`src/rtl/core/hpenc_pkg.sv`:
```
// Shared types, constants and helper functions for the HPACK integer and
// status encoder. No dependencies; used by every file of the block.
package hpenc_pkg;

    // Input item field widths
    localparam int MASK_W   = 8;
    localparam int PBITS_W  = 4;
    localparam int VALUE_W  = 32;
    localparam int STATUS_W = 16;
    localparam int BYTE_W   = 8;

    // Packed stream layout (lowest bit first)
    localparam int IN_DATA_W = 64;
    localparam int MASK_LSB   = 0;
    localparam int PBITS_LSB  = MASK_LSB + MASK_W;
    localparam int VALUE_LSB  = PBITS_LSB + PBITS_W;
    localparam int STATUS_LSB = VALUE_LSB + VALUE_W;

    // Command codes
    localparam logic CMD_INTEGER = 1'b0;
    localparam logic CMD_STATUS  = 1'b1;

    // Prefix width limits
    localparam logic [PBITS_W-1:0] PBITS_MIN = 4'd1;
    localparam logic [PBITS_W-1:0] PBITS_MAX = 4'd8;

    // Byte constants
    localparam logic [BYTE_W-1:0] INDEXED_FLAG  = 8'h80;
    localparam logic [BYTE_W-1:0] STATUS_NAME   = 8'h08;
    localparam logic [BYTE_W-1:0] DIGIT_BASE    = 8'h30;
    localparam logic [STATUS_W-1:0] STATUS_MAX  = 16'd999;
    localparam logic [3:0] IDX_500              = 4'd14;

    // Byte source picked by the controller
    typedef enum logic [1:0] {
        SEL_FIRST,
        SEL_CONT,
        SEL_LEN,
        SEL_DIG
    } t_sel;

    // Controller states
    typedef enum logic [2:0] {
        S_IDLE,
        S_FIRST,
        S_CONT,
        S_LEN,
        S_DIG
    } t_state;

    // Controller -> datapath
    typedef struct packed {
        logic load;
        logic emit;
        t_sel sel;
    } t_dp_cmd;

    // Datapath -> controller
    typedef struct packed {
        logic first_last;
        logic is_int;
        logic cont_last;
        logic dig_last;
    } t_dp_stat;

    // Static table index of a known :status code, 500's above 999, else zero
    function automatic logic [3:0] f_status_index(input logic [STATUS_W-1:0] code);
        logic [3:0] idx;
        begin
            unique case (code)
                16'd200: idx = 4'd8;
                16'd204: idx = 4'd9;
                16'd206: idx = 4'd10;
                16'd304: idx = 4'd11;
                16'd400: idx = 4'd12;
                16'd404: idx = 4'd13;
                16'd500: idx = IDX_500;
                default: idx = 4'd0;
            endcase
            if (code > STATUS_MAX) idx = IDX_500;
            f_status_index = idx;
        end
    endfunction

    // Quotient by a small constant step, for v < 10*step (independent compares)
    function automatic logic [3:0] f_digit(input logic [9:0] v, input logic [9:0] step);
        logic [3:0] q;
        logic [13:0] lim;
        begin
            q = 4'd0;
            for (int k = 1; k < 10; k++) begin
                lim = 14'(k) * {4'd0, step};
                if ({4'd0, v} >= lim) q = 4'(k);
            end
            f_digit = q;
        end
    endfunction

endpackage

```
`src/rtl/core/hpenc_ctrl.sv`:
```
// Controller of the HPACK encoder: input/output handshake and byte sequencing.
// Depends on hpenc_pkg; drives hpenc_dp through t_dp_cmd.
module hpenc_ctrl import hpenc_pkg::*; (
    input  logic     i_clk,
    input  logic     i_rst_n,
    input  logic     i_in_valid,
    output logic     o_in_ready,
    output logic     o_out_valid,
    input  logic     i_out_ready,
    output t_dp_cmd  o_cmd,
    input  t_dp_stat i_stat
);

    t_state r_state, n_state;
    logic   r_ovalid, n_ovalid;
    logic   slot_free;

    // State and output-valid registers
    always_ff @(posedge i_clk) begin
        if (!i_rst_n) begin
            r_state  <= S_IDLE;
            r_ovalid <= 1'b0;
        end else begin
            r_state  <= n_state;
            r_ovalid <= n_ovalid;
        end
    end

    // Output slot can take a byte when empty or being drained this cycle
    assign slot_free = !r_ovalid || i_out_ready;

    // Next state and commands
    always_comb begin
        n_state    = r_state;
        o_in_ready = 1'b0;
        o_cmd.load = 1'b0;
        o_cmd.emit = 1'b0;
        o_cmd.sel  = SEL_FIRST;
        unique case (r_state)
            S_IDLE: begin
                o_in_ready = 1'b1;
                if (i_in_valid) begin
                    o_cmd.load = 1'b1;
                    n_state    = S_FIRST;
                end
            end
            S_FIRST: begin
                o_cmd.sel = SEL_FIRST;
                if (slot_free) begin
                    o_cmd.emit = 1'b1;
                    priority if (i_stat.first_last) n_state = S_IDLE;
                    else if (i_stat.is_int)         n_state = S_CONT;
                    else                            n_state = S_LEN;
                end
            end
            S_CONT: begin
                o_cmd.sel = SEL_CONT;
                if (slot_free) begin
                    o_cmd.emit = 1'b1;
                    if (i_stat.cont_last) n_state = S_IDLE;
                end
            end
            S_LEN: begin
                o_cmd.sel = SEL_LEN;
                if (slot_free) begin
                    o_cmd.emit = 1'b1;
                    n_state    = S_DIG;
                end
            end
            S_DIG: begin
                o_cmd.sel = SEL_DIG;
                if (slot_free) begin
                    o_cmd.emit = 1'b1;
                    if (i_stat.dig_last) n_state = S_IDLE;
                end
            end
            default: n_state = S_IDLE;
        endcase
    end

    assign n_ovalid    = o_cmd.emit || (r_ovalid && !i_out_ready);
    assign o_out_valid = r_ovalid;

endmodule

```
`src/rtl/core/hpenc_dp.sv`:
```
// Datapath of the HPACK encoder: operand capture, first byte, 7-bit
// continuation shifter, status digits and the output byte register.
// Depends on hpenc_pkg; controlled by hpenc_ctrl.
module hpenc_dp import hpenc_pkg::*; (
    input  logic                 i_clk,
    input  t_dp_cmd              i_cmd,
    output t_dp_stat             o_stat,
    input  logic                 i_cmd_bit,
    input  logic [MASK_W-1:0]    i_first_byte_mask,
    input  logic [PBITS_W-1:0]   i_prefix_bits,
    input  logic [VALUE_W-1:0]   i_int_value,
    input  logic [STATUS_W-1:0]  i_status_code,
    output logic [BYTE_W-1:0]    o_out_byte,
    output logic                 o_last
);

    logic               r_is_int;
    logic [BYTE_W-1:0]  r_first;
    logic               r_first_last;
    logic [VALUE_W-1:0] r_val;
    logic [1:0]         r_len;
    logic [1:0]         r_dcnt;
    logic [3:0]         r_digs [3];
    logic [BYTE_W-1:0]  r_obyte;
    logic               r_olast;

    logic [PBITS_W-1:0] pb;
    logic [BYTE_W-1:0]  pmax;
    logic               fits_prefix;
    logic [3:0]         idx;
    logic [9:0]         code10;
    logic [3:0]         d_h, d_t, d_o;
    logic [9:0]         rem_h, rem_t;
    logic [1:0]         len;
    logic [BYTE_W-1:0]  ld_first;
    logic               ld_first_last;
    logic [BYTE_W-1:0]  sel_byte;
    logic               sel_last;

    // Prefix width clamp and prefix maximum
    always_comb begin
        priority if (i_prefix_bits < PBITS_MIN) pb = PBITS_MIN;
        else if (i_prefix_bits > PBITS_MAX)     pb = PBITS_MAX;
        else                                    pb = i_prefix_bits;
    end
    assign pmax        = 8'((9'd1 << pb) - 9'd1);
    assign fits_prefix = i_int_value < {24'd0, pmax};

    // Status: table index, or up to three decimal digits of a code below 1000
    assign idx    = f_status_index(i_status_code);
    assign code10 = i_status_code[9:0];
    assign d_h    = f_digit(code10, 10'd100);
    assign rem_h  = code10 - 10'(d_h) * 10'd100;
    assign d_t    = f_digit(rem_h, 10'd10);
    assign rem_t  = rem_h - 10'(d_t) * 10'd10;
    assign d_o    = rem_t[3:0];

    always_comb begin
        priority if (code10 >= 10'd100) len = 2'd3;
        else if (code10 >= 10'd10)      len = 2'd2;
        else                            len = 2'd1;
    end

    // First byte of the run
    always_comb begin
        priority if (i_cmd_bit == CMD_INTEGER) begin
            ld_first      = fits_prefix ? (i_first_byte_mask | i_int_value[7:0])
                                        : (i_first_byte_mask | pmax);
            ld_first_last = fits_prefix;
        end else if (idx != 4'd0) begin
            ld_first      = INDEXED_FLAG | {4'd0, idx};
            ld_first_last = 1'b1;
        end else begin
            ld_first      = STATUS_NAME;
            ld_first_last = 1'b0;
        end
    end

    // Byte selected by the controller
    always_comb begin
        unique case (i_cmd.sel)
            SEL_FIRST: begin
                sel_byte = r_first;
                sel_last = r_first_last;
            end
            SEL_CONT: begin
                sel_byte = {~o_stat.cont_last, r_val[6:0]};
                sel_last = o_stat.cont_last;
            end
            SEL_LEN: begin
                sel_byte = {6'd0, r_len};
                sel_last = 1'b0;
            end
            SEL_DIG: begin
                sel_byte = DIGIT_BASE | {4'd0, r_digs[0]};
                sel_last = o_stat.dig_last;
            end
            default: begin
                sel_byte = r_first;
                sel_last = r_first_last;
            end
        endcase
    end

    // Operand capture, shifters and output register
    always_ff @(posedge i_clk) begin
        if (i_cmd.load) begin
            r_is_int     <= (i_cmd_bit == CMD_INTEGER);
            r_first      <= ld_first;
            r_first_last <= ld_first_last;
            r_val        <= i_int_value - {24'd0, pmax};
            r_len        <= len;
            r_dcnt       <= len;
            unique case (len)
                2'd3: begin
                    r_digs[0] <= d_h;
                    r_digs[1] <= d_t;
                    r_digs[2] <= d_o;
                end
                2'd2: begin
                    r_digs[0] <= d_t;
                    r_digs[1] <= d_o;
                    r_digs[2] <= d_o;
                end
                default: begin
                    r_digs[0] <= d_o;
                    r_digs[1] <= d_o;
                    r_digs[2] <= d_o;
                end
            endcase
        end else if (i_cmd.emit) begin
            r_obyte <= sel_byte;
            r_olast <= sel_last;
            if (i_cmd.sel == SEL_CONT) r_val <= r_val >> 7;
            if (i_cmd.sel == SEL_DIG) begin
                r_digs[0] <= r_digs[1];
                r_digs[1] <= r_digs[2];
                r_dcnt    <= r_dcnt - 2'd1;
            end
        end
    end

    assign o_stat.first_last = r_first_last;
    assign o_stat.is_int     = r_is_int;
    assign o_stat.cont_last  = (r_val[VALUE_W-1:7] == '0);
    assign o_stat.dig_last   = (r_dcnt == 2'd1);

    assign o_out_byte = r_obyte;
    assign o_last     = r_olast;

endmodule

```
`src/rtl/core/hpack_integer_and_status_encoder_top.sv`:
```
// HPACK prefix-integer and :status encoder. Each input beat is one command and
// yields a run of 1 to 6 output bytes, one per beat, the final one with tlast.
// After acceptance the operands are captured, then the bytes go one per cycle
// into the output register while the output slot is free; the output register
// paces the run, and the next command is taken as soon as the last byte of a
// run is registered, even if that byte still waits at the output. Depends on
// hpenc_pkg, hpenc_ctrl and hpenc_dp.
module hpack_integer_and_status_encoder_top import hpenc_pkg::*; (
    input  logic                 i_clk,
    input  logic                 i_rst_n,
    input  logic                 s_axis_tvalid,
    output logic                 s_axis_tready,
    // [7:0] first_byte_mask, [11:8] prefix_bits, [43:12] int_value,
    // [59:44] status_code, [63:60] zero
    input  logic [IN_DATA_W-1:0] s_axis_tdata,
    // [0] cmd
    input  logic                 s_axis_tuser,
    output logic                 m_axis_tvalid,
    input  logic                 m_axis_tready,
    // [7:0] out_byte
    output logic [BYTE_W-1:0]    m_axis_tdata,
    output logic                 m_axis_tlast
);

    t_dp_cmd  dp_cmd;
    t_dp_stat dp_stat;

    hpenc_ctrl u_ctrl (
        .i_clk       (i_clk),
        .i_rst_n     (i_rst_n),
        .i_in_valid  (s_axis_tvalid),
        .o_in_ready  (s_axis_tready),
        .o_out_valid (m_axis_tvalid),
        .i_out_ready (m_axis_tready),
        .o_cmd       (dp_cmd),
        .i_stat      (dp_stat)
    );

    hpenc_dp u_dp (
        .i_clk             (i_clk),
        .i_cmd             (dp_cmd),
        .o_stat            (dp_stat),
        .i_cmd_bit         (s_axis_tuser),
        .i_first_byte_mask (s_axis_tdata[MASK_LSB +: MASK_W]),
        .i_prefix_bits     (s_axis_tdata[PBITS_LSB +: PBITS_W]),
        .i_int_value       (s_axis_tdata[VALUE_LSB +: VALUE_W]),
        .i_status_code     (s_axis_tdata[STATUS_LSB +: STATUS_W]),
        .o_out_byte        (m_axis_tdata),
        .o_last            (m_axis_tlast)
    );

endmodule

```
`config.mk`:
```
export PLATFORM = sky130hd
export DESIGN_NAME = hpack_integer_and_status_encoder_top
export DESIGN_NICKNAME = d
export VERILOG_FILES = /design/src/rtl/core/hpenc_pkg.sv /design/src/rtl/core/hpenc_ctrl.sv /design/src/rtl/core/hpenc_dp.sv /design/src/rtl/core/hpack_integer_and_status_encoder_top.sv
export SDC_FILE = /design/constraint.sdc
export NUM_CORES = 1
export LEC_CHECK = 0
export ABC_AREA = 0
export BUFFER_PORTS_ARGS = -buffer_cell sky130_fd_sc_hd__buf_2
export CORE_MARGIN = 2
export CORE_UTILIZATION = 54
export DETAILED_ROUTE_END_ITERATION = 8
export PLACE_DENSITY_LB_ADDON = 0.12
export SYNTH_ARGS = -nofsm -noshare
export SYNTH_HDL_FRONTEND = slang
export SYNTH_SLANG_ARGS = --single-unit
```
`constraint.sdc`:
```
create_clock -name i_clk -period 7.5 [get_ports i_clk]
set_input_delay 0.375 -clock i_clk [delete_from_list [all_inputs] [get_ports i_clk]]
set_output_delay 0.375 -clock i_clk [all_outputs]
set_load 0.02 [all_outputs]
```
After elaboration in Yosys (flattened, before gate mapping)
Memory sizes are Yosys's and may differ from the RTL's.
Index checks and enable logic that the tools add are counted.

cells by class
  multipliers = 2
  magnitude comparators = 24
  mux-type cells = 73
  shift-type cells = 1
  eq/ne operators = 24
  add/sub/neg operators = 5
  reductions and logical operators = 17
  bitwise operators = 13

operators with widths
  kind                                                                                  number
  32-bit two-way mux                                                                    3
  16-bit by 9-bit == test with 1-bit output, second input constant                      4
  4-bit two-way mux                                                                     15
  10-bit by 7-bit greater-or-equal comparator with 1-bit output, second input constant  5
  16-bit by 8-bit == test with 1-bit output, second input constant                      3
  3-bit two-way mux                                                                     16
  10-bit greater-or-equal comparator, second input constant                             4
  32-bit by 8-bit < comparator with 1-bit output                                        1
  8-bit case mux with 4 select lines                                                    1
  32-bit by 8-bit subtractor with 32-bit output                                         1
  10-bit by 6-bit greater-or-equal comparator with 1-bit output, second input constant  3
  10-bit by 9-bit greater-or-equal comparator with 1-bit output, second input constant  3
  4-bit case mux with 7 select lines                                                    1
  25-bit zero test                                                                      1
  8-bit two-way mux                                                                     3
  1-bit two-way mux                                                                     22
  10-bit by 4-bit greater-or-equal comparator with 1-bit output, second input constant  2
  10-bit by 5-bit greater-or-equal comparator with 1-bit output, second input constant  2
  2-bit two-way mux                                                                     9
  16-bit by 10-bit greater-than comparator with 1-bit output, second input constant     1
  8-bit OR                                                                              2
  3-bit case mux with 5 select lines                                                    1
  3-bit case mux with 4 select lines                                                    1
  10-bit by 8-bit greater-or-equal comparator with 1-bit output, second input constant  1
  29 further kinds                                                                      54

word-level totals
  memory bits (writable) = 12
  memories kept = 1
  output and inout port bits = 11
  input port bits = 69
  word-level logic and storage cells = 170
  register bits after elaboration = 59

memories
  name         words  bits a word  rd ports  clocked after Yosys merged registers in  wr ports  line            source
  u_dp.r_digs  3      4            3         0                                        3         hpenc_dp.sv:23  logic [3:0] r_digs [3];

Longest topological paths before layout
  word-level depth = 27
  gate-level depth with buffers = 25

Hierarchy
A second synthesis with hierarchy kept.

second synthesis, totals
  cell total of the unflattened synthesis = 624
  area total of the unflattened synthesis = 5634.2 µm²

by module, submodules not included
  module      times used  cells each  sequential area each (µm²)  area an instance (µm²)
  hpenc_dp    1           587         2011.9                      5345.1
  hpenc_ctrl  1           37          80.1                        289.0

Worst setup path before layout
Ideal clock, no wire load.

  path kind = register -> register
  from = reg u_ctrl.r_state[1]
  to = reg u_dp.r_val[0], enable pin
  clock period less this slack = 6435 ps
  library setup time = 595 ps
  stages on the path, launching flop included = 4
  arrival time = 5839 ps
  setup slack = 1065 ps
  path buffers = 1
  cells stage by stage = dfxtp_1 -> clkbuf_1 -> nor2_1 -> a2111oi_0

between the ends
  longest elaborated chain between the ends = 5

ends and longest elaborated chain
  element                                   line              source
  start: declaration                        hpenc_ctrl.sv:14  t_state r_state, n_state;
  start signal: assignment                  hpenc_ctrl.sv:24  r_state <= n_state;
  3-bit == test (tied with other cells)     hpenc_ctrl.sv:39  unique case (r_state)
  3-bit case mux with 4 select lines        hpenc_ctrl.sv:39
  2-bit by 1-bit == test with 1-bit output  hpenc_dp.sv:134   if (i_cmd.sel == SEL_CONT) r_val <= r_val >> 7;
  2-bit nonzero test (no source line)       n/a
  2-bit AND reduction (no source line) (*)  n/a
  end signal: assignment                    hpenc_dp.sv:111   r_val <= i_int_value - {24'd0, pmax};
  end signal: assignment                    hpenc_dp.sv:134
  end: declaration                          hpenc_dp.sv:20    logic [VALUE_W-1:0] r_val;

Mark *: on every way between the ends. The rest lies on a longest branch, timed or not.
A chain may end at the register's enable or synchronous reset.

==> metrics.md <==
| Metric | Value |
|---|---|
| Outcome | finished, final reports clean |
| Sequential area share after synthesis | 40.20% |
| Measured slew at the worst slew-check pin | 743.3 ps |
| Data required time at the worst endpoint | 7580 ps |
| Internal power summed over all cells | 0.001012 W |
| Cells after Synth | between 500 and 600 |
| Number of pins exceeding their max-slew limit in the final report | 0 |
| IR drop worst, VDD | 0.1057 mV |
| Via count of the first global-routing pass | between 3,000 and 4,000 |
| Largest stage delay on the critical path | 530 ps |
| Ordered cell list for the critical path | buf_2 -> o311a_1 -> nor4_1 -> nor2_1 -> a21oi_1 -> o221ai_1 -> a2bb2oi_1 -> o22ai_1 -> ha_1 -> ha_1 -> inv_1 -> fa_1 -> xor2_1 -> ha_1 -> nor2b_1 -> nor3b_1 -> a211oi_1 -> o311ai_1 -> or3_1 -> ha_1 -> fa_1 -> xor2_1 -> xor2_1 -> o31a_1 |
| Worst hold-check path type | in2reg |
| Leak | 2.275 nW |
| Worst-case clock skew | 9.599 ps |
| Vias per cell | 5.751 |
| Overall die height | 102.2 microns |
| Growth of design area from synthesis to finish | 12.86% |
| Worst hold endpoint | u_ctrl.r_state[2] |
| Dominant cell type by count on the critical path | ha_1 |
| Total number of placement rows | 35 |
| Netlist area before placement | 0.005204 sq mm |
| Arrival time at the worst endpoint | 6150 ps |
| Critical path class | in2reg |
| Avg WL per Cell | 15.27 microns |
| Number of synthesized flops with an enable pin | 67 |
| Post-route total power | roughly 0.0016 W |
| Count of boundary I/O pins | 80 |
| Cell depth of the worst min-delay path | 2 |
| Logic gate share of total power | 37.6% |
| Worst hold start | i_rst_n |
| Pin count of the biggest net entering global routing | 59 |
| Total grt overflow | 0 |
| Residual DRC | 0 |
| CTS HTree Levels | 3 |
| Crit path max-delay family | adder cells |
| Sw Pwr | 0.0006212 W |
| Final weighted congestion in routability-driven placement | 0.8940 |
| Total count of hold-check failures in the final report | 0 |
| R2r worst-path depth | 9 |
| Launch instance of the worst register-to-register path | u_ctrl.r_state[0] |
| Share of final-layout standard cells stronger than drive strength 1 | 16.18% |
| Antenna cells | 0 |
| Num CTS Buffers | 9 |
| Register share of total power | 43.3% |
| Fraction of synthesized cell area taken by the top area cell type | 38.66% |
| Count of nets left with antenna violations after detail routing | 0 |
| Routed wire length | 11,880 microns |
| Clock slew seen by the registers of the worst setup and hold paths | approximately 80 ps |
| Global-route wire length before repair | 18,990 microns |
| Setup repair after global routing missed its margin | no |
| Power Dens Cells | 278.1 mW/mm^2 |
| Starting DRT DRC Count | 252 |
| CTS sink cnt | 71 |
| Port Buffers | 75 |
| Total negative slack for setup checks | 0 ps |
| Post-cts repair resize count | 0 |
| F_max | 164.9 MHz |
| Worst Setup Start Kind | input port |
| Total number of yosys warnings | 0 |
| Via count | 4,474 |
| Number of cells on the critical path | 24 |
| Normalized max-slew margin | 50.26% |
| Internal reg-to-reg setup slack | ~4400 ps |
| Distinct cell type count of the synthesized netlist | 71 |
| Buffers inserted by post-CTS timing repair | 0 |
| Time the worst path needs with I/O delays and setup | 6063 ps |
| Power share of the clock group | 19.2% |
| Most area-consuming cells after synthesis | edfxtp_1, ha_1, nand2_1, o21ai_0, xnor2_1 |
| Cts hold-fix bufs | 0 |
| Predominant post-synthesis flop cell | edfxtp_1 |
| Clk_lat worst skew | 340 ps |
| Number of maximum-capacitance violations | 0 |
| Net Sw Frac | 38.04% |
| Horizontal die dimension | 102.2 microns |
| Cell type contributing the most total cell area after synthesis | edfxtp_1 |
| Type of destination of the critical path | flop |
| Initial DRT Pass Iterations | 5 |
| Global-route usage over all layers | 23.25% |
| Root Buffer | clkbuf_8 |
| Period Utilization, post-route | 80.84% |
| Number of setup violations in the final report | 0 |
| Area of the die | 0.01044 sq mm |
| Slowest cell on crit path | nor4_1 |
| Average footprint of a synthesized cell | 8.957 sq um |
| Number of buffers and inverters on the critical path | 2 |
| Floorplan Core Area | between 0.009 and 0.01 sq mm |
| Initial antenna violation count | 0 |
| Number of storage elements in the synthesis netlist | 71 |
| Destination of the worst register-to-register timing path | u_dp.r_digs[0][3] |
| Number of nets at the end of the flow | around 740 |
| Maximum buffer depth of the clock tree | 2 |
| Fraction of registers with async set or reset after synthesis | 0% |
| HPWL after detailed placement | about 9000 microns |
| Clock tree from TritonCTS | done |
| Critical path fanouts, max | 12 |
| Starting density of the core | 56.05% |
==> logic make-up after synthesis <==
kind of cell	Yosys count	synth area share, %
adder cells (fa/ha/maj)	29	7.502
buffers and inverters	58	4.328
AO/OA/AOI/OAI	151	17.99
XOR/XNOR	40	6.732
AND/OR/NAND/NOR	225	22.00
multiplexers	6	1.178
flip-flops	71	40.20
other	1	0.07206
==> through the flow <==
stage               hold slack [ps]  cells  setup WS, ps  util (%)  area (sq um)
floorplan                     473.9    582          1065         -          5207
global placement              500.0    762          1446     61.05          5668
detailed placement            512.6    762          1234     61.05          5668
CTS                           274.0    778          1534     63.26          5873
global route                  289.3    778          1116     63.26          5873
finish                        293.2    778          1437     63.26          5873
==> metal layers <==
metal / track usage, % / wire length, microns / vias up
met3: 3.830 / 481 / 8
met4: 5.231 / 99 / 0
met5: 0 / 0 / -
met2: 38.51 / 5816 / 114
met1: 32.35 / 5481 / 2090
li1: - / - / 2262
==> synthesized netlist by cell type, types with 5 or more instances <==
cell and n:
a21oi_1 33, a22oi_1 5, a31oi_1 7, clkbuf_1 27, edfxtp_1 67, ha_1 24, inv_1 29, mux2i_1 5
nand2_1 66, nand2b_1 10, nand3_1 15, nor2_1 51, nor2b_1 11, nor3_1 22, nor4_1 12, o21ai_0 49
o22ai_1 6, o31ai_1 8, or3_1 5, xnor2_1 23, xor2_1 17
==> power groups by stage <==
stage	clock (W)	sequential (W)	combinational [W]
global route	0.000334	0.000723	0.000690
detailed placement	0	0.000714	0.000610
global placement	0	0.000710	0.000591
CTS	0.000317	0.000706	0.000614
finish	0.000313	0.000707	0.000613
floorplan	0	0.000720	0.000431
==> sequential cells by signal (all words and copies together), names as in the netlist, 2 cells and up <==
name and flops:
u_dp.r_val 32, u_dp.r_digs 12, u_dp.o_out_byte 8, u_dp.r_first 8, u_ctrl.r_state 3, u_dp.r_dcnt 2, u_dp.r_len 2
==> how the worst max path moves through the flow <==
| stage | end | from | slack (ps) |
|---|---|---|---|
| after floorplan | u_dp.r_val[0] | u_ctrl.r_state[1] | 1070 |
| after global placement | u_dp.r_digs[0][3] | s_axis_tdata[46] | 1450 |
| after detailed placement | u_dp.r_digs[0][3] | s_axis_tdata[46] | 1230 |
| after CTS | u_dp.r_digs[0][3] | s_axis_tdata[46] | 1530 |
| after global routing | u_dp.r_digs[0][7] | s_axis_tdata[48] | 1120 |
| final | u_dp.r_digs[0][3] | s_axis_tdata[48] | 1440 |
==> cells in the final DEF (no fill, tap or decap), types with 9 or more instances in the layout <==
cell	Yosys	routed
nand2_1	66	66
nor2b_1	11	11
inv_1	29	29
a21oi_1	33	33
nor3_1	22	22
o21ai_0	49	49
nand2b_1	10	10
ha_1	24	24
xnor2_1	23	23
nor2_1	51	51
buf_2	0	75
edfxtp_1	67	67
nor4_1	12	12
clkbuf_8	0	9
nand3_1	15	15
xor2_1	17	17
==> cell type report <==
cell class                 instances  area [sq um]
sequential                        71          2092
multi-input combinational        453          2897
fill                             828          3411
clock inverter                     7         81.33
timing repair buffer              79         405.4
clock buffer                       9         123.9
tap                              129         161.4
inverter                          30         112.6
Power figures use the tool's default switching activity.
